File: config.mk
export PLATFORM = sky130hd
export DESIGN_NAME = ucbh_verdict
export DESIGN_NICKNAME = d
export VERILOG_FILES = /design/src/design/ucbh_pkg.sv /design/src/design/ucbh_verdict.sv
export SDC_FILE = /design/constraint.sdc
export NUM_CORES = 2
export LEC_CHECK = 0
export ABC_AREA = 1
export ABC_CLOCK_PERIOD_IN_PS = 11900
export BUFFER_PORTS_ARGS = -buffer_cell sky130_fd_sc_hd__buf_2
export CORE_ASPECT_RATIO = 0.7
export CORE_MARGIN = 3
export CORE_UTILIZATION = 50
export CTS_CLUSTER_SIZE = 14
export DETAILED_ROUTE_END_ITERATION = 6
export PLACE_DENSITY = 0.67
export REMOVE_ABC_BUFFERS = 1
export SYNTH_ARGS = -nofsm -noshare
export SYNTH_HDL_FRONTEND = slang
export SYNTH_SLANG_ARGS = --single-unit
export TNS_END_PERCENT = 30
File: constraint.sdc
create_clock -name clock -period 11.9 [get_ports clock]
set_clock_uncertainty 0.1 [all_clocks]
set_input_delay 2.975 -clock clock [delete_from_list [all_inputs] [get_ports clock]]
set_output_delay 2.975 -clock clock [all_outputs]
set_load 0.02 [all_outputs]
File: src/design/ucbh_pkg.sv
// -----------------------------------------------------------------------------
// ucbh_pkg
// Shared widths, codes and helper functions for the UTF-8 check and byte
// histogram block.
// -----------------------------------------------------------------------------
package ucbh_pkg;

   localparam int BYTE_W      = 8;
   localparam int RATIO_W     = 16;
   localparam int Q_FRAC      = 8;
   localparam int OUT_W       = 32;
   localparam int CP_W        = 21;
   localparam int CSR_IDX_W   = 2;
   localparam int REQ_TDATA_W = 16;
   localparam int REQ_TUSER_W = 2;
   localparam int RSP_TDATA_W = 168;
   localparam int RSP_PAD_W   = RSP_TDATA_W - 4 - 5 * OUT_W;

   // item kinds
   localparam logic ACT_BYTE     = 1'b0;
   localparam logic ACT_READ     = 1'b1;
   localparam logic KIND_SUMMARY = 1'b0;
   localparam logic KIND_BIN     = 1'b1;

   // summary codes
   localparam logic [1:0] STATUS_OK     = 2'd0;
   localparam logic [1:0] STATUS_EMPTY  = 2'd1;
   localparam logic [1:0] STATUS_BINARY = 2'd2;

   localparam logic [1:0] CLS_ASCII     = 2'd0;
   localparam logic [1:0] CLS_UTF8      = 2'd1;
   localparam logic [1:0] CLS_UNKNOWN   = 2'd2;
   localparam logic [1:0] CLS_NOT_ASKED = 2'd3;

   // register indexes
   localparam logic [CSR_IDX_W-1:0] CSR_CTRL_RATIO = 2'd0;
   localparam logic [CSR_IDX_W-1:0] CSR_UTF8_RATIO = 2'd1;
   localparam logic [CSR_IDX_W-1:0] CSR_IDENTIFY   = 2'd2;

   localparam logic [RATIO_W-1:0] CTRL_RATIO_RST = 16'd26;
   localparam logic [RATIO_W-1:0] UTF8_RATIO_RST = 16'd2560;

   // byte classes
   localparam logic [7:0] CONT_MASK  = 8'hC0;
   localparam logic [7:0] CONT_PAT   = 8'h80;
   localparam logic [7:0] LEAD2_MASK = 8'hE0;
   localparam logic [7:0] LEAD2_PAT  = 8'hC0;
   localparam logic [7:0] LEAD3_MASK = 8'hF0;
   localparam logic [7:0] LEAD3_PAT  = 8'hE0;
   localparam logic [7:0] LEAD4_MASK = 8'hF8;
   localparam logic [7:0] LEAD4_PAT  = 8'hF0;
   localparam logic [7:0] CHAR_TAB   = 8'h09;
   localparam logic [7:0] CHAR_LF    = 8'h0A;
   localparam logic [7:0] CHAR_CR    = 8'h0D;
   localparam logic [7:0] CHAR_SPACE = 8'h20;
   localparam logic [7:0] CHAR_DEL   = 8'h7F;

   // noncharacter ranges
   localparam logic [CP_W-1:0] NONCHAR_LO   = 21'h00FDD0;
   localparam logic [CP_W-1:0] NONCHAR_HI   = 21'h00FDEF;
   localparam logic [CP_W-1:0] NONCHAR_TOP  = 21'h10FFFE;
   localparam logic [CP_W-1:0] NONCHAR_MASK = 21'h10FFFE;
   localparam logic [CP_W-1:0] NONCHAR_PAT  = 21'h00FFFE;

   typedef struct packed {
      logic              bump;   // text byte: increment the bin
      logic              fresh;  // first item of a text: histogram reads as zero
      logic [BYTE_W-1:0] addr;
   } hist_req_type;

   typedef struct packed {
      logic [1:0] status;
      logic [1:0] cls;
   } verdict_type;

   function automatic logic is_ctrl(input logic [7:0] b);
      return ((b < CHAR_SPACE) && (b != CHAR_TAB) && (b != CHAR_LF) && (b != CHAR_CR))
             || (b == CHAR_DEL);
   endfunction

   function automatic logic is_nonchar(input logic [CP_W-1:0] cp);
      return ((cp >= NONCHAR_LO) && (cp <= NONCHAR_HI))
             || (cp >= NONCHAR_TOP)
             || ((cp & NONCHAR_MASK) == NONCHAR_PAT);
   endfunction

endpackage

File: src/design/ucbh_verdict.sv
// -----------------------------------------------------------------------------
// ucbh_verdict
// Ratio products for the binary and charset tests, registered, then
// compared into status and charset class.
// -----------------------------------------------------------------------------
module ucbh_verdict
   import ucbh_pkg::*;
#(
   parameter int COUNT_WIDTH = 32
) (
   input  logic                   clock,
   input  logic                   load,
   input  logic [COUNT_WIDTH-1:0] err_total,
   input  logic [COUNT_WIDTH-1:0] ext_total,
   input  logic [COUNT_WIDTH-1:0] ctrl_total,
   input  logic [COUNT_WIDTH-1:0] byte_total,
   input  logic [RATIO_W-1:0]     ctrl_ratio,
   input  logic [RATIO_W-1:0]     utf8_ratio,
   input  logic                   identify_enable,
   output verdict_type            verdict
);

   localparam int PW = COUNT_WIDTH + RATIO_W;

   logic [PW-1:0] bin_prod_ff, bin_ref_ff, utf_prod_ff, utf_ref_ff;
   logic          empty_ff, ascii_ff;
   logic          binary, utf8;

   always_ff @(posedge clock) begin
      if (load) begin
         bin_prod_ff <= PW'(byte_total) * PW'(ctrl_ratio);
         bin_ref_ff  <= PW'({ctrl_total, {Q_FRAC{1'b0}}});
         utf_prod_ff <= PW'(ext_total) * PW'(utf8_ratio);
         utf_ref_ff  <= PW'({err_total, {Q_FRAC{1'b0}}});
         empty_ff    <= (byte_total == '0);
         ascii_ff    <= (ext_total == '0);
      end
   end

   always_comb begin
      binary = bin_prod_ff < bin_ref_ff;
      utf8   = utf_ref_ff < utf_prod_ff;
      verdict.cls = CLS_NOT_ASKED;
      if (empty_ff) begin
         verdict.status = STATUS_EMPTY;
      end else if (binary) begin
         verdict.status = STATUS_BINARY;
      end else begin
         verdict.status = STATUS_OK;
         if (identify_enable) begin
            if (ascii_ff) begin
               verdict.cls = CLS_ASCII;
            end else if (utf8) begin
               verdict.cls = CLS_UTF8;
            end else begin
               verdict.cls = CLS_UNKNOWN;
            end
         end
      end
   end

endmodule

**After elaboration in Yosys (flattened, before gate mapping)**

Index checks and enable logic that the tools add are counted.

- Register bits: 162
- Input port bits: 163
- Output and inout bits: 4
- Word-level logic and storage cells: 19

- Multipliers: 2
- $lt $le $gt $ge: 2
- Mux-type cells: 7
- Reductions and logical operators: 2

Operator list:

| cell | count |
|---|---|
| multiplier 32 x 16 -> 48 bit | 2 |
| zero test 32 bit | 2 |
| less-than comparator 40 x 48 -> 1 bit | 1 |
| less-than comparator 48 x 40 -> 1 bit | 1 |
| 2-to-1 mux 2 bit | 7 |

**Longest topological paths before layout**

- Word-level depth: 6
- Mapped depth: 29
- Gate-level depth less buffers: 27

**Least setup slack after synthesis**

OpenSTA, ideal clock, no wires.

- Path type: input-to-reg
- From: in byte_total[29]
- To: reg bin_prod_ff[47] (data pin)
- Library setup time: 0.252 ns
- Data arrival time: 7.961 ns
- Data required time: 11.548 ns
- Setup slack: 3.587 ns
- Cell stages on the path: 26
- Path buffers: 2
- Cell sequence: clkbuf_1 -> clkbuf_1 -> nand2_1 -> fa_1 -> inv_1 -> fa_1 -> inv_1 -> fa_1 -> inv_1 -> fa_1 -> fa_1 -> inv_1 -> fa_1 -> inv_1 -> ha_1 -> nand2_1 -> nor2_1 -> inv_1 -> nor2_1 -> inv_1 -> nor2_1 -> nand2_1 -> nand2_2 -> nand2_1 -> nand3_1 -> nand2_1

- Cells in the longest elaborated chain, start to end: 1

RTL lines:

| element | line | RTL |
|---|---|---|
| from (decl) | ucbh_verdict.sv:16 | `input logic [COUNT_WIDTH-1:0] byte_total,` |
| multiplier 32 x 16 -> 48 bit | ucbh_verdict.sv:31 | `bin_prod_ff <= PW'(byte_total) * PW'(ctrl_ratio);` |
| to (signal assigned) | ucbh_verdict.sv:31 |  |
| to (decl) | ucbh_verdict.sv:25 | `logic [PW-1:0] bin_prod_ff, bin_ref_ff, utf_prod_ff, utf_ref_ff;` |

No other way between the ends.
A chain may end at the register's enable or synchronous reset.

**Final worst setup path**

- From: in ctrl_ratio[1]
- To: reg bin_prod_ff[25] (data pin)

- Cells in the longest elaborated chain, start to end: 1

RTL lines:

| element | line | RTL |
|---|---|---|
| from (decl) | ucbh_verdict.sv:17 | `input logic [RATIO_W-1:0] ctrl_ratio,` |
| multiplier 32 x 16 -> 48 bit | ucbh_verdict.sv:31 |  |

No other way between the ends.

==> flow_summary_export.csv <==
group,metric,value,unit
status,status,"finished, final reports clean",
finish,multiInputGateArea,29600,µm²
logic_synthesis,ys_seq_area_share,11.4,%
logic_synthesis,synth_top_area_share,41.0,%
logic_synthesis,synth.ff_latch_count,154,
floorplanning,die_area,85000,µm²
sta,tightest_slew,0.976,ns
sta,relSlewSlack,34.9,%
logic_synthesis,ys_top_cells_by_area,"fa_1 (41%), inv_1 (14%), nand2_1 (13%)",
worst_hold_path,min_to,"bin_ref_ff[19]",
finish,layout_common_cells,"inv_1 (1495), nand2_1 (1362), fa_1 (835)",
sta,fmax,0.107,GHz
setup_path,worstPathArrival,9.36,ns
clock_network,cts_tree,"done",
global_route,antenna_found_initial,4,
floorplanning,rows,86,
finish,utilization,53.5,%
logic_synthesis,synthCells,5126,
global_route,grt_overflow,0,
sta,period_minus_slack,9.31,ns
logic_synthesis,synthArstFlopShare,0,%
sta,finalCritPeriodShare,78.3,%
logic_synthesis,dominantRegCellSynth,"edfxtp_1",
global_route,grt_max_degree,84,
logic_synthesis,synth.distinct_cells,40,
logic_synthesis,synthesis.area,40700,µm²
clock_network,cts_setup_buffers,0,
finish,nets,6385,
clock_network,cts_hold_buf,0,
sta,grt_setup_unrepaired,"no",
setup_path,crit_required,11.94,ns
clock_network,cts_root_buffer,"clkbuf_16",
logic_synthesis,yosysWarnings,0,
floorplanning,start_util,51.1,%
drt,via_count,32200,
finish,drive_gt1_share,4.71,%
worst_hold_path,min_from,"ctrl_total[11]",
finish,final_common_cell,"inv_1",
worst_hold_path,hold_path.class,"in -> reg",
logic_synthesis,syn_area_per_cell,7.95,µm²
clock_network,cts_max_path_buffers,2,
placement,gp_congestion,0.981,
clock_network,cts.sinks,154,
clock_network,h-tree-depth,4,
finish,fill_cells,7508,
drt,wl,116000,µm
clock_network,cts_resized,0,
worst_hold_path,min_path_cells,1,
drt,wl_per_cell,18.8,µm
drt,drc,0,
setup_path,cp-end-kind,"flop",
global_route,grt_usage,28.2,%
floorplanning,fp.coreArea,79700,µm²
sta,finalHoldViolations,0,
drt,dr.pass1.iters,6,
logic_synthesis,synth_edf_count,154,
drt,drt_iter0_drc,3201,
setup_path,crit_type,"in -> reg",
finish,area.sequential,4620,µm²
drt,ant_nets,0,
logic_synthesis,synth_top_area_cell,"fa_1",
sta,tns,0,ns
floorplanning,dieWidth,347,µm
sta,slew_violations,0,
placement,io_buffers,166,
clock_network,cts_buffers,17,
sta,setup_viol,0,
setup_path,worstPathMaxFanout,31,
clock_network,clkTransAtPathRegs,0.08,ns
floorplanning,die_h,245,µm
setup_path,start_kind,"input pin",
floorplanning,io_pins,167,
finish,syn_to_final_growth,4.72,%
drt,viasPerCell,5.23,
job,maxCapViolCount,0,
global_route,grt_first_pass_wirelength,186000,µm
global_route,grt_pass1_vias,32700,
placement,place_hpwl,92600,µm
[how the worst max path moves through the flow]
stage	startpoint	end	slack (ns)
after floorplan	byte_total[29]	bin_prod_ff[47]	4.15
after global placement	ctrl_ratio[1]	bin_prod_ff[25]	2.34
after detailed placement	ctrl_ratio[1]	bin_prod_ff[25]	2.44
after CTS	ctrl_ratio[1]	bin_prod_ff[25]	2.87
after global routing	ctrl_ratio[2]	bin_prod_ff[25]	2.58
final	ctrl_ratio[1]	bin_prod_ff[25]	2.59
[synthesized netlist by cell type (32+ instances only)]
cell type	count
ha_1	300
xor2_1	40
nand4_1	32
a21oi_1	164
nor2_1	188
clkbuf_1	222
inv_1	1495
fa_1	835
edfxtp_1	154
nand3_1	86
o21ai_0	79
nand2_1	1362
[critical path: stages]
cell,delay [ns]
buf_2,0.60
nand2_1,0.18
fa_1,0.56
fa_1,0.52
fa_1,0.51
inv_1,0.05
fa_1,0.54
fa_1,0.50
inv_1,0.05
fa_1,0.52
inv_1,0.06
ha_1,0.39
a21oi_1,0.35
inv_1,0.07
nor2_1,0.26
a21boi_0,0.31
o21ai_0,0.22
a21oi_1,0.42
xnor2_1,0.24
[sequential cells by signal, summed over array words and instances (netlist names)]
name / flops
empty_ff: 1
ascii_ff: 1
bin_ref_ff: 32
utf_ref_ff: 32
utf_prod_ff: 48
bin_prod_ff: 40
[routing by layer]
| layer | part of all wire [%] | GRT usage, % | routed length [µm] |
|---|---|---|---|
| met2 | 37 | 36.6 | 43200 |
| met1 | 49 | 47.1 | 56700 |
| met4 | 0.97 | 3.42 | 1130 |
| met3 | 13 | 7.67 | 14800 |
| met5 | 0.011 | 0 | 13 |
[through the flow]
stage / setup WS, ns / area (µm²) / hold slack (ns) / instances
2_1_floorplan: 4.15 / 39900 / 2.97 / 4901
3_3_place_gp: 2.34 / 42000 / 3.05 / 6124
3_5_place_dp: 2.44 / 42000 / 3.05 / 6124
4_1_cts: 2.87 / 42600 / 2.58 / 6156
5_1_grt: 2.58 / 42600 / 2.57 / 6158
6_report: 2.59 / 42600 / 2.60 / 6158
[area by class of cell]
class	count	area share, %
clock buffers	17	0.997
flip-flops and latches	154	10.8
inverters	1496	13.2
clock inverters	15	0.420
well taps	1056	3.10
diodes	2	0.0117
multi-input cells	3251	69.5
repair buffers	167	1.98
[kinds of logic after synthesis]
group	after synthesis	synth area share, %
DFF	154	11.4
buffers and inverters	1721	15.9
AOI/OAI and AO/OA	305	4.13
adders and majority gates	1135	50.3
and+or+nand+nor	1752	17.1
xor gates and xnor gates	59	1.27
Power is not shown: default switching activity piles up to over one toggle a cycle in this logic, so the estimate is an artifact.
