==> config.mk <==
export PLATFORM = sky130hd
export DESIGN_NAME = ucbh_scan
export DESIGN_NICKNAME = d
export VERILOG_FILES = /design/src/design/ucbh_pkg.sv /design/src/design/ucbh_scan.sv
export SDC_FILE = /design/constraint.sdc
export NUM_CORES = 1
export LEC_CHECK = 0
export CAP_MARGIN = 30
export CORE_AREA = 2 2 118 131
export DETAILED_ROUTE_END_ITERATION = 12
export DIE_AREA = 0 0 120 133
export DONT_BUFFER_PORTS = 1
export PLACE_DENSITY = 0.73
export SETUP_SLACK_MARGIN = 0.02
export SYNTH_ARGS = -nofsm -noshare
export SYNTH_HDL_FRONTEND = slang
export SYNTH_SLANG_ARGS = --single-unit
==> constraint.sdc <==
create_clock -name clock -period 4.2 [get_ports clock]
set_input_delay 0.84 -clock clock [delete_from_list [all_inputs] [get_ports clock]]
set_output_delay 0.84 -clock clock [all_outputs]
set_load 0.01 [all_outputs]
==> src/design/ucbh_pkg.sv <==
// -----------------------------------------------------------------------------
// ucbh_pkg
// Shared widths, codes and helper functions for the UTF-8 check and byte
// histogram block.
// -----------------------------------------------------------------------------
package ucbh_pkg;

   localparam int BYTE_W      = 8;
   localparam int RATIO_W     = 16;
   localparam int Q_FRAC      = 8;
   localparam int OUT_W       = 32;
   localparam int CP_W        = 21;
   localparam int CSR_IDX_W   = 2;
   localparam int REQ_TDATA_W = 16;
   localparam int REQ_TUSER_W = 2;
   localparam int RSP_TDATA_W = 168;
   localparam int RSP_PAD_W   = RSP_TDATA_W - 4 - 5 * OUT_W;

   // item kinds
   localparam logic ACT_BYTE     = 1'b0;
   localparam logic ACT_READ     = 1'b1;
   localparam logic KIND_SUMMARY = 1'b0;
   localparam logic KIND_BIN     = 1'b1;

   // summary codes
   localparam logic [1:0] STATUS_OK     = 2'd0;
   localparam logic [1:0] STATUS_EMPTY  = 2'd1;
   localparam logic [1:0] STATUS_BINARY = 2'd2;

   localparam logic [1:0] CLS_ASCII     = 2'd0;
   localparam logic [1:0] CLS_UTF8      = 2'd1;
   localparam logic [1:0] CLS_UNKNOWN   = 2'd2;
   localparam logic [1:0] CLS_NOT_ASKED = 2'd3;

   // register indexes
   localparam logic [CSR_IDX_W-1:0] CSR_CTRL_RATIO = 2'd0;
   localparam logic [CSR_IDX_W-1:0] CSR_UTF8_RATIO = 2'd1;
   localparam logic [CSR_IDX_W-1:0] CSR_IDENTIFY   = 2'd2;

   localparam logic [RATIO_W-1:0] CTRL_RATIO_RST = 16'd26;
   localparam logic [RATIO_W-1:0] UTF8_RATIO_RST = 16'd2560;

   // byte classes
   localparam logic [7:0] CONT_MASK  = 8'hC0;
   localparam logic [7:0] CONT_PAT   = 8'h80;
   localparam logic [7:0] LEAD2_MASK = 8'hE0;
   localparam logic [7:0] LEAD2_PAT  = 8'hC0;
   localparam logic [7:0] LEAD3_MASK = 8'hF0;
   localparam logic [7:0] LEAD3_PAT  = 8'hE0;
   localparam logic [7:0] LEAD4_MASK = 8'hF8;
   localparam logic [7:0] LEAD4_PAT  = 8'hF0;
   localparam logic [7:0] CHAR_TAB   = 8'h09;
   localparam logic [7:0] CHAR_LF    = 8'h0A;
   localparam logic [7:0] CHAR_CR    = 8'h0D;
   localparam logic [7:0] CHAR_SPACE = 8'h20;
   localparam logic [7:0] CHAR_DEL   = 8'h7F;

   // noncharacter ranges
   localparam logic [CP_W-1:0] NONCHAR_LO   = 21'h00FDD0;
   localparam logic [CP_W-1:0] NONCHAR_HI   = 21'h00FDEF;
   localparam logic [CP_W-1:0] NONCHAR_TOP  = 21'h10FFFE;
   localparam logic [CP_W-1:0] NONCHAR_MASK = 21'h10FFFE;
   localparam logic [CP_W-1:0] NONCHAR_PAT  = 21'h00FFFE;

   typedef struct packed {
      logic              bump;   // text byte: increment the bin
      logic              fresh;  // first item of a text: histogram reads as zero
      logic [BYTE_W-1:0] addr;
   } hist_req_type;

   typedef struct packed {
      logic [1:0] status;
      logic [1:0] cls;
   } verdict_type;

   function automatic logic is_ctrl(input logic [7:0] b);
      return ((b < CHAR_SPACE) && (b != CHAR_TAB) && (b != CHAR_LF) && (b != CHAR_CR))
             || (b == CHAR_DEL);
   endfunction

   function automatic logic is_nonchar(input logic [CP_W-1:0] cp);
      return ((cp >= NONCHAR_LO) && (cp <= NONCHAR_HI))
             || (cp >= NONCHAR_TOP)
             || ((cp & NONCHAR_MASK) == NONCHAR_PAT);
   endfunction

endpackage

==> src/design/ucbh_scan.sv <==
// -----------------------------------------------------------------------------
// ucbh_scan
// UTF-8 sequence tracker and text counters, updated as each text item is
// accepted.
// -----------------------------------------------------------------------------
module ucbh_scan
   import ucbh_pkg::*;
#(
   parameter int COUNT_WIDTH = 32
) (
   input  logic                   clock,
   input  logic                   reset,
   input  logic                   take,
   input  logic [BYTE_W-1:0]      byte_value,
   input  logic                   last,
   input  logic                   end_only,
   output logic                   text_done,
   output logic [COUNT_WIDTH-1:0] err_total,
   output logic [COUNT_WIDTH-1:0] ext_total,
   output logic [COUNT_WIDTH-1:0] ctrl_total,
   output logic [COUNT_WIDTH-1:0] byte_total
);

   logic                   text_done_ff;
   logic [1:0]             pend_ff, pend_b, pend_in;
   logic [CP_W-1:0]        cp_ff, cp_b, cp_in;
   logic [COUNT_WIDTH-1:0] err_ff, ext_ff, ctrl_ff, bt_ff;
   logic [COUNT_WIDTH-1:0] err_b, ext_b, ctrl_b, bt_b;
   logic [COUNT_WIDTH-1:0] err_in, ext_in, ctrl_in, bt_in;
   logic                   use_byte, step_err, err_hit;

   function automatic logic [COUNT_WIDTH-1:0] sat_inc(input logic [COUNT_WIDTH-1:0] v);
      return (&v) ? v : v + 1'b1;
   endfunction

   always_comb begin
      // a new text starts from clean counts and sequence state
      err_b  = text_done_ff ? '0 : err_ff;
      ext_b  = text_done_ff ? '0 : ext_ff;
      ctrl_b = text_done_ff ? '0 : ctrl_ff;
      bt_b   = text_done_ff ? '0 : bt_ff;
      pend_b = text_done_ff ? 2'd0 : pend_ff;
      cp_b   = text_done_ff ? '0 : cp_ff;

      use_byte = !(last && end_only);
      pend_in  = pend_b;
      cp_in    = cp_b;
      step_err = 1'b0;

      if (use_byte) begin
         if (pend_b != 2'd0) begin
            if ((byte_value & CONT_MASK) == CONT_PAT) begin
               cp_in   = {cp_b[CP_W-7:0], byte_value[5:0]};
               pend_in = pend_b - 2'd1;
               if ((pend_in == 2'd0) && is_nonchar(cp_in)) begin
                  step_err = 1'b1;
               end
            end else begin
               // broken sequence: drop the byte
               pend_in  = 2'd0;
               step_err = 1'b1;
            end
         end else if (byte_value[7]) begin
            if ((byte_value & LEAD2_MASK) == LEAD2_PAT) begin
               pend_in = 2'd1;
               cp_in   = {{(CP_W-5){1'b0}}, byte_value[4:0]};
            end else if ((byte_value & LEAD3_MASK) == LEAD3_PAT) begin
               pend_in = 2'd2;
               cp_in   = {{(CP_W-4){1'b0}}, byte_value[3:0]};
            end else if ((byte_value & LEAD4_MASK) == LEAD4_PAT) begin
               pend_in = 2'd3;
               cp_in   = {{(CP_W-3){1'b0}}, byte_value[2:0]};
            end else begin
               step_err = 1'b1;
            end
         end
      end

      // an open sequence at the end of the text counts once
      err_hit = step_err || (last && (pend_in != 2'd0));

      err_in  = err_hit ? sat_inc(err_b) : err_b;
      bt_in   = use_byte ? sat_inc(bt_b) : bt_b;
      ext_in  = (use_byte && byte_value[7]) ? sat_inc(ext_b) : ext_b;
      ctrl_in = (use_byte && is_ctrl(byte_value)) ? sat_inc(ctrl_b) : ctrl_b;
   end

   always_ff @(posedge clock) begin
      if (reset) begin
         text_done_ff <= 1'b1;
         pend_ff      <= 2'd0;
         cp_ff        <= '0;
         err_ff       <= '0;
         ext_ff       <= '0;
         ctrl_ff      <= '0;
         bt_ff        <= '0;
      end else if (take) begin
         text_done_ff <= last;
         pend_ff      <= last ? 2'd0 : pend_in;
         cp_ff        <= cp_in;
         err_ff       <= err_in;
         ext_ff       <= ext_in;
         ctrl_ff      <= ctrl_in;
         bt_ff        <= bt_in;
      end
   end

   assign text_done  = text_done_ff;
   assign err_total  = err_ff;
   assign ext_total  = ext_ff;
   assign ctrl_total = ctrl_ff;
   assign byte_total = bt_ff;

endmodule

# Yosys cells after proc, flatten, opt, wreduce, memory -nomap -nowiden
# Index checks and enable logic that the tools add are counted.
[word_totals]
output_inout_bits = 129
wordCells = 83
ff_bits = 152
inputBits = 13
[op_classes]
n_reduce_logical = 21
mux = 37
magnitude_cmp = 4
add_sub_neg = 5
n_eq_ne = 9
[op_table]
columns = ["op", "n"]
rows = [
  ["32-bit two-way mux", 12],
  ["21-bit two-way mux", 8],
  ["32-bit by 1-bit adder with 32-bit output, second input constant", 4],
  ["32-bit AND reduction", 4],
  ["8-bit by 4-bit inequality test with 1-bit output, second input constant", 3],
  ["21-bit by 16-bit >= comparator with 1-bit output, second input constant", 1],
  ["21-bit >= comparator, second input constant", 1],
  ["21-bit by 16-bit less-or-equal comparator with 1-bit output, second input constant", 1],
  ["2-bit two-way mux", 9],
  ["16-bit by 15-bit equality test with 1-bit output, second input constant", 1],
  ["1-bit logical AND", 9],
  ["8-bit by 7-bit equality test with 1-bit output, second input constant", 1],
  ["8-bit by 6-bit < comparator with 1-bit output, second input constant", 1],
  ["1-bit two-way mux", 8],
  ["5-bit equality test, second input constant", 1],
  ["4-bit equality test, second input constant", 1],
  ["1-bit logical OR", 4],
  ["2-bit nonzero test", 2],
  ["3-bit equality test, second input constant", 1],
  ["2-bit equality test, second input constant", 1],
  ["2-bit zero test", 1],
  ["2-bit by 1-bit subtractor with 2-bit output, second input constant", 1],
  ["1-bit zero test", 1],
]

# Logic depth before layout (Yosys ltp)
# Gate-level depths: netlist of the first run.
[depth]
word_depth = 12
ltp_mapped = 16

# Least setup slack after synthesis of the first run
# Ideal clock, no wire load.
[synth_timing]
path_kind = "flip-flop to flip-flop"
start = "register text_done_ff, in the netlist text_done"
end = "register err_ff[17], in the netlist err_total[17]"
setup_time_ps = 123
synth_period_minus_slack_ps = 3398
path_slack_ps = 802
n_path_buf = 6
path_stages_with_launch = 16
t_required_ps = 4077
arrival_time_ps = 3274
cell_sequence = "dfxtp_1 buf_2 inv_1 clkbuf_1 clkbuf_1 nand2_1 ha_1 clkbuf_1 nand3b_1 nand3_1 or4b_1 buf_2 and3_4 buf_6 nor4_1 mux2_1"
[synth_between]
elab_chain_len = 12
[synth_lines]
columns = ["element", "line", "source"]
rows = [
  ["start, declared", "ucbh_scan.sv:24", "logic text_done_ff;"],
  ["start signal, assigned", "ucbh_scan.sv:98", "text_done_ff <= last;"],
  ["21-bit two-way mux", "ucbh_scan.sv:43", "cp_b = text_done_ff ? '0 : cp_ff;"],
  ["21-bit by 16-bit >= comparator with 1-bit output or 21-bit by 16-bit less-or-equal comparator with 1-bit output (tied branches)", "ucbh_pkg.sv:82", "return ((cp >= NONCHAR_LO) && (cp <= NONCHAR_HI))"],
  ["1-bit logical AND", "ucbh_pkg.sv:82", ""],
  ["1-bit logical OR", "ucbh_pkg.sv:83", "|| (cp >= NONCHAR_TOP)"],
  ["1-bit logical OR", "ucbh_pkg.sv:84", "|| ((cp & NONCHAR_MASK) == NONCHAR_PAT);"],
  ["1-bit logical AND", "ucbh_scan.sv:55", "if ((pend_in == 2'd0) && is_nonchar(cp_in)) begin"],
  ["1-bit two-way mux", "ucbh_scan.sv:55", ""],
  ["1-bit two-way mux", "ucbh_scan.sv:52", "if ((byte_value & CONT_MASK) == CONT_PAT) begin"],
  ["1-bit two-way mux", "ucbh_scan.sv:51", "if (pend_b != 2'd0) begin"],
  ["1-bit two-way mux", "ucbh_scan.sv:50", "if (use_byte) begin"],
  ["1-bit logical OR", "ucbh_scan.sv:80", "err_hit = step_err || (last && (pend_in != 2'd0));"],
  ["32-bit two-way mux (*)", "ucbh_scan.sv:82", "err_in = err_hit ? sat_inc(err_b) : err_b;"],
  ["end signal, assigned", "ucbh_scan.sv:101", "err_ff <= err_in;"],
  ["end, declared", "ucbh_scan.sv:27", "logic [COUNT_WIDTH-1:0] err_ff, ext_ff, ctrl_ff, bt_ff;"],
]
# Mark *: on every way between the ends. The rest lies on a longest branch, timed or not.
# A chain may end at the register's enable or synchronous reset.

# Final worst setup path of the first run
# Ends and elaborated chain as after synthesis.

==> results of run 1 <==
[layout make-up]
type / count / area, sq um
well taps: 196 / 245
flip-flops and latches: 146 / 2920
clock buffers: 25 / 505
fillers: 1332 / 5470
clock inverters: 5 / 75.1
inverters: 13 / 48.8
multi-input cells: 912 / 5380
repair buffers: 15 / 113
[cells by family after synthesis]
kind of cell,Yosys count,synth area share (%)
buf+inv,92,4.23
flops,146,33.8
xor+xnor,56,5.67
compound gates,213,16.0
mux,23,2.89
simple gates,614,36.6
fa+ha+maj,6,0.867
[routing by layer]
metal | GRT usage [%] | up-vias | part of all wire (%)
met5 | 0 | - | 0
li1 | - | 4075 | -
met2 | 48.0 | 381 | 47
met1 | 39.5 | 4028 | 42
met4 | 10.4 | 0 | 2.3
met3 | 8.53 | 53 | 9.1
[worst reg2reg max path: stages, from the launching register on]
cell     delay [ns]
dfxtp_2        0.81
inv_1          0.13
nand2_1        0.13
ha_1           0.49
inv_1          0.08
a211o_1        0.24
o22ai_1        0.25
o21ai_2        0.16
and3_4         0.26
nor4_1         0.30
mux2_1         0.36
[metrics by stage]
stage	total power (uW)	hold slack, ns
finish	3090	0.486
detailed placement	1600	0.487
global route	3180	0.475
CTS	3100	0.481
global placement	1600	0.485
floorplan	1580	0.448
[cells in the final DEF, fill, tap and decap left out, types with 25 or more instances in the layout]
cell type,instances
o21ai_0,32
nor2b_1,25
nand4_1,52
nor3_1,27
a21oi_1,78
nand2_1,162
nand3_1,77
dfxtp_1,145
nor2_1,124
and3_1,38
xnor2_1,34
[where the power goes]
part           total (uW)  switching (uW)  internal [uW]
sequential           1410            14.7           1390
combinational         168             120           47.8
clock                1520             574            945
total                3090             709           2380
[worst min-delay path by stage]
stage	endpoint	slack (ns)	depth (start not counted)
2_1_floorplan	cp_ff[9]	0.45	2
4_1_cts	byte_total[20]	0.48	1
3_3_place_gp	cp_ff[4]	0.49	2
5_1_grt	byte_total[18]	0.47	1
6_report	ctrl_total[1]	0.49	1
3_5_place_dp	cp_ff[4]	0.49	2
[flip-flops by register name, summed over array words and instances (netlist names)]
register / cells
byte_total: 32
cp_ff: 15
ctrl_total: 32
err_total: 32
ext_total: 32
pend_ff: 2
text_done: 1
[cells in the mapped netlist (all sizes together), types with 4 or more instances]
master and count:
nand2 163, dfxtp 146, nor2 124, a21oi 79
nand3 77, clkbuf 68, nand4 52, and3 39
o21ai 34, xnor2 34, nor3 27, nor2b 25
xor2 22, nor4 19, mux2 16, and2 15
a31oi 13, and4b 13, inv 13, a31o 12
and4 11, buf 11, or3 10, a21o 8
a211oi 7, mux2i 7, nand3b 7, o31ai 7
ha 6, nand2b 6, or4 6, and3b 5
o211ai 5, a211o 4, a22oi 4, a32oi 4
nand4b 4, o311ai 4
==> flow_summary.json, run 1 <==
{
  "yosys_warnings": 0,
  "status": "complete, no violations",
  "synth_edf_count": 0,
  "final_cell_count_no_fill": 1312,
  "setup_ws_ns": 0.865,
  "die_area_sq_mm": 0.0160,
  "fmax_ghz": 0.300,
  "dp_slack_ns": 0.856,
  "fp.dieW_microns": 120,
  "finalSetupTns_ns": 0,
  "path_max_fanout": 35,
  "clkLatencyLatePin_ns": 0.42,
  "slowest_stage": "dfxtp_2",
  "power.density_mw_per_mm2": 333,
  "p_leak_uw": 0.00328,
  "synth_cells": 1150,
  "r2r_end": "err_total[17]",
  "dp_cells": 1282,
  "via_per_inst": 6.51,
  "peakVddDrop_v": 0.000294,
  "synth-seq-area-share_pct": 33.8,
  "end_kind": "flop",
  "min_period_ns": 3.33,
  "io_buffers": 0,
  "post_cts_resized": 0,
  "synth_top_cell_by_area": "dfxtp_1",
  "crit_cells": 10,
  "drt_wl_total_mm": 24.5,
  "crit_top_cell": "inv_1",
  "die_h_microns": 133,
  "start_kind": "flop",
  "clkSinkCount": 146,
  "antenna_found_initial": 0,
  "dominantRegCellSynth": "dfxtp_1",
  "cp_slowest_stage_delay_ns": 0.81,
  "endpoint": "err_total[17]",
  "post-dp-hpwl_mm": 16.3,
  "r2r_start": "text_done",
  "drc": 0,
  "yosysTopAreaCellShare_pct": 33.8,
  "ys_seq_elements": 146,
  "cts_root_buf": "clkbuf_16",
  "crit_start": "text_done",
  "hold_path_class": "input pin to flop",
  "grt_use_total_pct": 30.3,
  "grt_setup_unrepaired": "no",
  "critical_path_class": "flop to flop",
  "place_area_sq_mm": 0.00871,
  "hold_violations": 0,
  "rows": 47,
  "worstPathArrival_ns": 3.65,
  "synth.distinct_cells": 76,
  "gp_congestion": 0.894,
  "first_pass_iters": 6,
  "post-route-cell-area_sq_mm": 0.00929,
  "r2r_slack_ns": 0.87,
  "crit_family": "flip-flops",
  "ctsHoldBuffers": 0,
  "synth_area_sq_mm": 0.00866,
  "relSlewSlack_pct": 35.7,
  "max_cap_violations": 0,
  "avgSynthCellArea_sq_um": 7.53,
  "pin_count": 142,
  "tightest_slew_ns": 0.965,
  "drt-wirelength-per-cell_microns": 18.7,
  "ff2ff_path_depth": 10,
  "grt_pass1_wl_mm": 39.9,
  "worstHoldStart": "reset",
  "vias": 8537,
  "antenna_cells": 0,
  "dr.first_iter.drc_count": 838,
  "synth_fp_nets": 1169,
  "numCtsBuffers": 17,
  "nNetsFinal": 1124,
  "grt_pass1_vias": 7828,
  "core-area_sq_mm": 0.0148,
  "period_share_pct": 79.4,
  "clockBufferDepth": 2,
  "overflow": 0,
  "required_ns": 4.51,
  "utilization_pct": 63.0,
  "antenna_left": 0,
  "grt_start_max_net_pins": 129,
  "path_clk_slew_ns": 0.06,
  "drive_gt1_share_pct": 7.17,
  "setup_viol": 0,
  "worst-path-buf-inv": 2,
  "async_flop_share_pct": 0,
  "syn2layout_area_growth_pct": 7.34,
  "timing_max_transition_violations_final": 0,
  "skew_ns": 0.0152,
  "synth.area.top_cells": "dfxtp_1 (34%), nand2_1 (7.1%), nor2_1 (5.4%)",
  "post-cts-setup-buffers": 0,
  "initial_core_util_pct": 58.7,
  "htree_levels": 4,
  "cp_cell_sequence": "inv_1 -> nand2_1 -> ha_1 -> inv_1 -> a211o_1 -> o22ai_1 -> o21ai_2 -> and3_4 -> nor4_1 -> mux2_1",
  "cts_tree": "built"
}
No activity file was read; power rests on OpenSTA's default activity.
==> run 2: changes to the inputs <==
==> constraint.sdc (replaced) <==
create_clock -name clock -period 3.3 [get_ports clock]
set_input_delay 0.66 -clock clock [delete_from_list [all_inputs] [get_ports clock]]
set_output_delay 0.66 -clock clock [all_outputs]
set_load 0.01 [all_outputs]
==> run 2 against run 1 <==
  * Clock-buffer cell count down 4
  * Die area unchanged
  * Routed wire length down 0.51%
  * Hold slack worse by 0.18 ns
  * Final area up 1.5%
  * Total power up 28%
  * Utilization up 0.94 points
  * Combinational power up 37%
  * Largest cell class unchanged
==> flow_summary.json, run 2 (same netlist as run 1, synthesis figures left out) <==
{
  "skew_ns": 0.0177,
  "drt-wirelength-per-cell_microns": 18.3,
  "die_h_microns": 133,
  "overflow": 0,
  "worstHoldStart": "reset",
  "total_power_uw": 3970,
  "p_int_uw": 3040,
  "hold_violations": 0,
  "dr.first_iter.drc_count": 807,
  "cp_cell_sequence": "buf_4 -> nor2b_1 -> ha_1 -> and2_1 -> nand3_1 -> or4_1 -> nor3_1 -> nand3_1 -> mux2_2",
  "fmax_ghz": 0.332,
  "io_buffers": 0,
  "cts_root_buf": "clkbuf_16",
  "clkLatencyLatePin_ns": 0.43,
  "mostFrequentLayoutCell": "nand2_1",
  "pwr-share-clk_pct": 49.2,
  "cp_slowest_stage_delay_ns": 0.64,
  "post_cts_resized": 0,
  "wl_met3_mm": 2.04,
  "post-cts-setup-buffers": 0,
  "critical_path_class": "flop to flop",
  "final_cell_count_no_fill": 1330,
  "numCtsBuffers": 17,
  "antenna_left": 0,
  "core-area_sq_mm": 0.0148,
  "pwr-share-comb_pct": 5.8,
  "grt_setup_unrepaired": "no",
  "top_layer": "met4",
  "grt_start_max_net_pins": 129,
  "drive_gt1_share_pct": 8.64,
  "pin_count": 142,
  "clockBufferDepth": 2,
  "timing_max_transition_violations_final": 0,
  "vias": 8546,
  "setup_ws_ns": 0.284,
  "grt_pass1_vias": 7839,
  "dp_cells": 1298,
  "antenna_cells": 0,
  "path_max_fanout": 20,
  "status": "complete, no violations",
  "min_period_ns": 3.02,
  "initial_core_util_pct": 58.7,
  "drc": 0,
  "p_leak_uw": 0.00336,
  "wirelength_met1_mm": 10.5,
  "end_kind": "flop",
  "gp_congestion": 0.929,
  "swShare_pct": 23.3,
  "p_sw_uw": 925,
  "met2_length_mm": 11.4,
  "nNetsFinal": 1140,
  "final_cell_mix": "nand2_1 (162), dfxtp_1 (145), nor2_1 (124)",
  "dp_slack_ns": 0.141,
  "r2r_start": "text_done",
  "period_share_pct": 91.4,
  "worstPathArrival_ns": 3.33,
  "drt_wl_total_mm": 24.4,
  "grt_pass1_wl_mm": 39.5,
  "grt_use_total_pct": 30.3,
  "start_kind": "flop",
  "rows": 47,
  "tightest_slew_ns": 0.735,
  "relSlewSlack_pct": 50.9,
  "hold_path_class": "input pin to flop",
  "syn2layout_area_growth_pct": 8.95,
  "cts_tree": "built",
  "peakVddDrop_v": 0.000300,
  "path_clk_slew_ns": 0.06,
  "power.density_mw_per_mm2": 421,
  "post-dp-hpwl_mm": 16.6,
  "setup_viol": 0,
  "slowest_stage": "or4_1",
  "finalSetupTns_ns": 0,
  "antenna_found_initial": 1,
  "max_cap_violations": 0,
  "power_frac_seq_pct": 45.0,
  "required_ns": 3.61,
  "via_per_inst": 6.43,
  "crit_start": "text_done",
  "fp.dieW_microns": 120,
  "clkSinkCount": 146,
  "crit_top_cell": "nand3_1",
  "first_pass_iters": 7,
  "ctsHoldBuffers": 0,
  "htree_levels": 4,
  "die_area_sq_mm": 0.0160
}
[run 2: power groups by stage]
stage                     logic (uW)  registers, uW  clock network [uW]
after CTS                        227           1780                1970
final                            230           1790                1950
after global placement           223           1820                   0
after detailed placement         225           1820                   0
after floorplan                  197           1820                   0
after global routing             250           1790                2060
[run 2: cell type report]
class	instances	area [sq um]
Fill cell	1322	5330
Clock inverter	11	136
Tap cell	196	245
Sequential cell	146	2920
Clock buffer	21	450
Multi-Input combinational cell	912	5380
Timing Repair Buffer	31	245
Inverter	13	48.8
[run 2: worst paths after layout]
kind | end | slack (ns) | cells after the start
worst max-delay path | byte_total[30] | 0.28 | 9
worst min-delay path | byte_total[31] | 0.30 | 1
worst max register to register | byte_total[30] | 0.28 | 9
worst min register to register | cp_ff[11] | 0.51 | 2
[run 2: per-layer routing]
layer	GRT usage, %	up-vias
li1	-	4108
met1	39.1	4039
met2	48.1	344
met3	8.75	55
met4	10.6	0
met5	0	-
[run 2: critical path, delay by kind of cell, from the launching register on]
family | cells | cell delay [ns]
DFF | 1 | 0.47
muxes | 1 | 0.28
buffers and inverters | 1 | 0.27
and+or+nand+nor | 6 | 1.69
adders and majority gates | 1 | 0.18
[run 2: metrics by stage]
step,area (sq um),utilization (%),hold WS [ns]
after detailed placement,8840,59.9,0.505
after global placement,8840,59.9,0.496
after global routing,9430,63.9,0.285
final,9430,63.9,0.303
after floorplan,8660,-,0.448
after CTS,9430,63.9,0.295
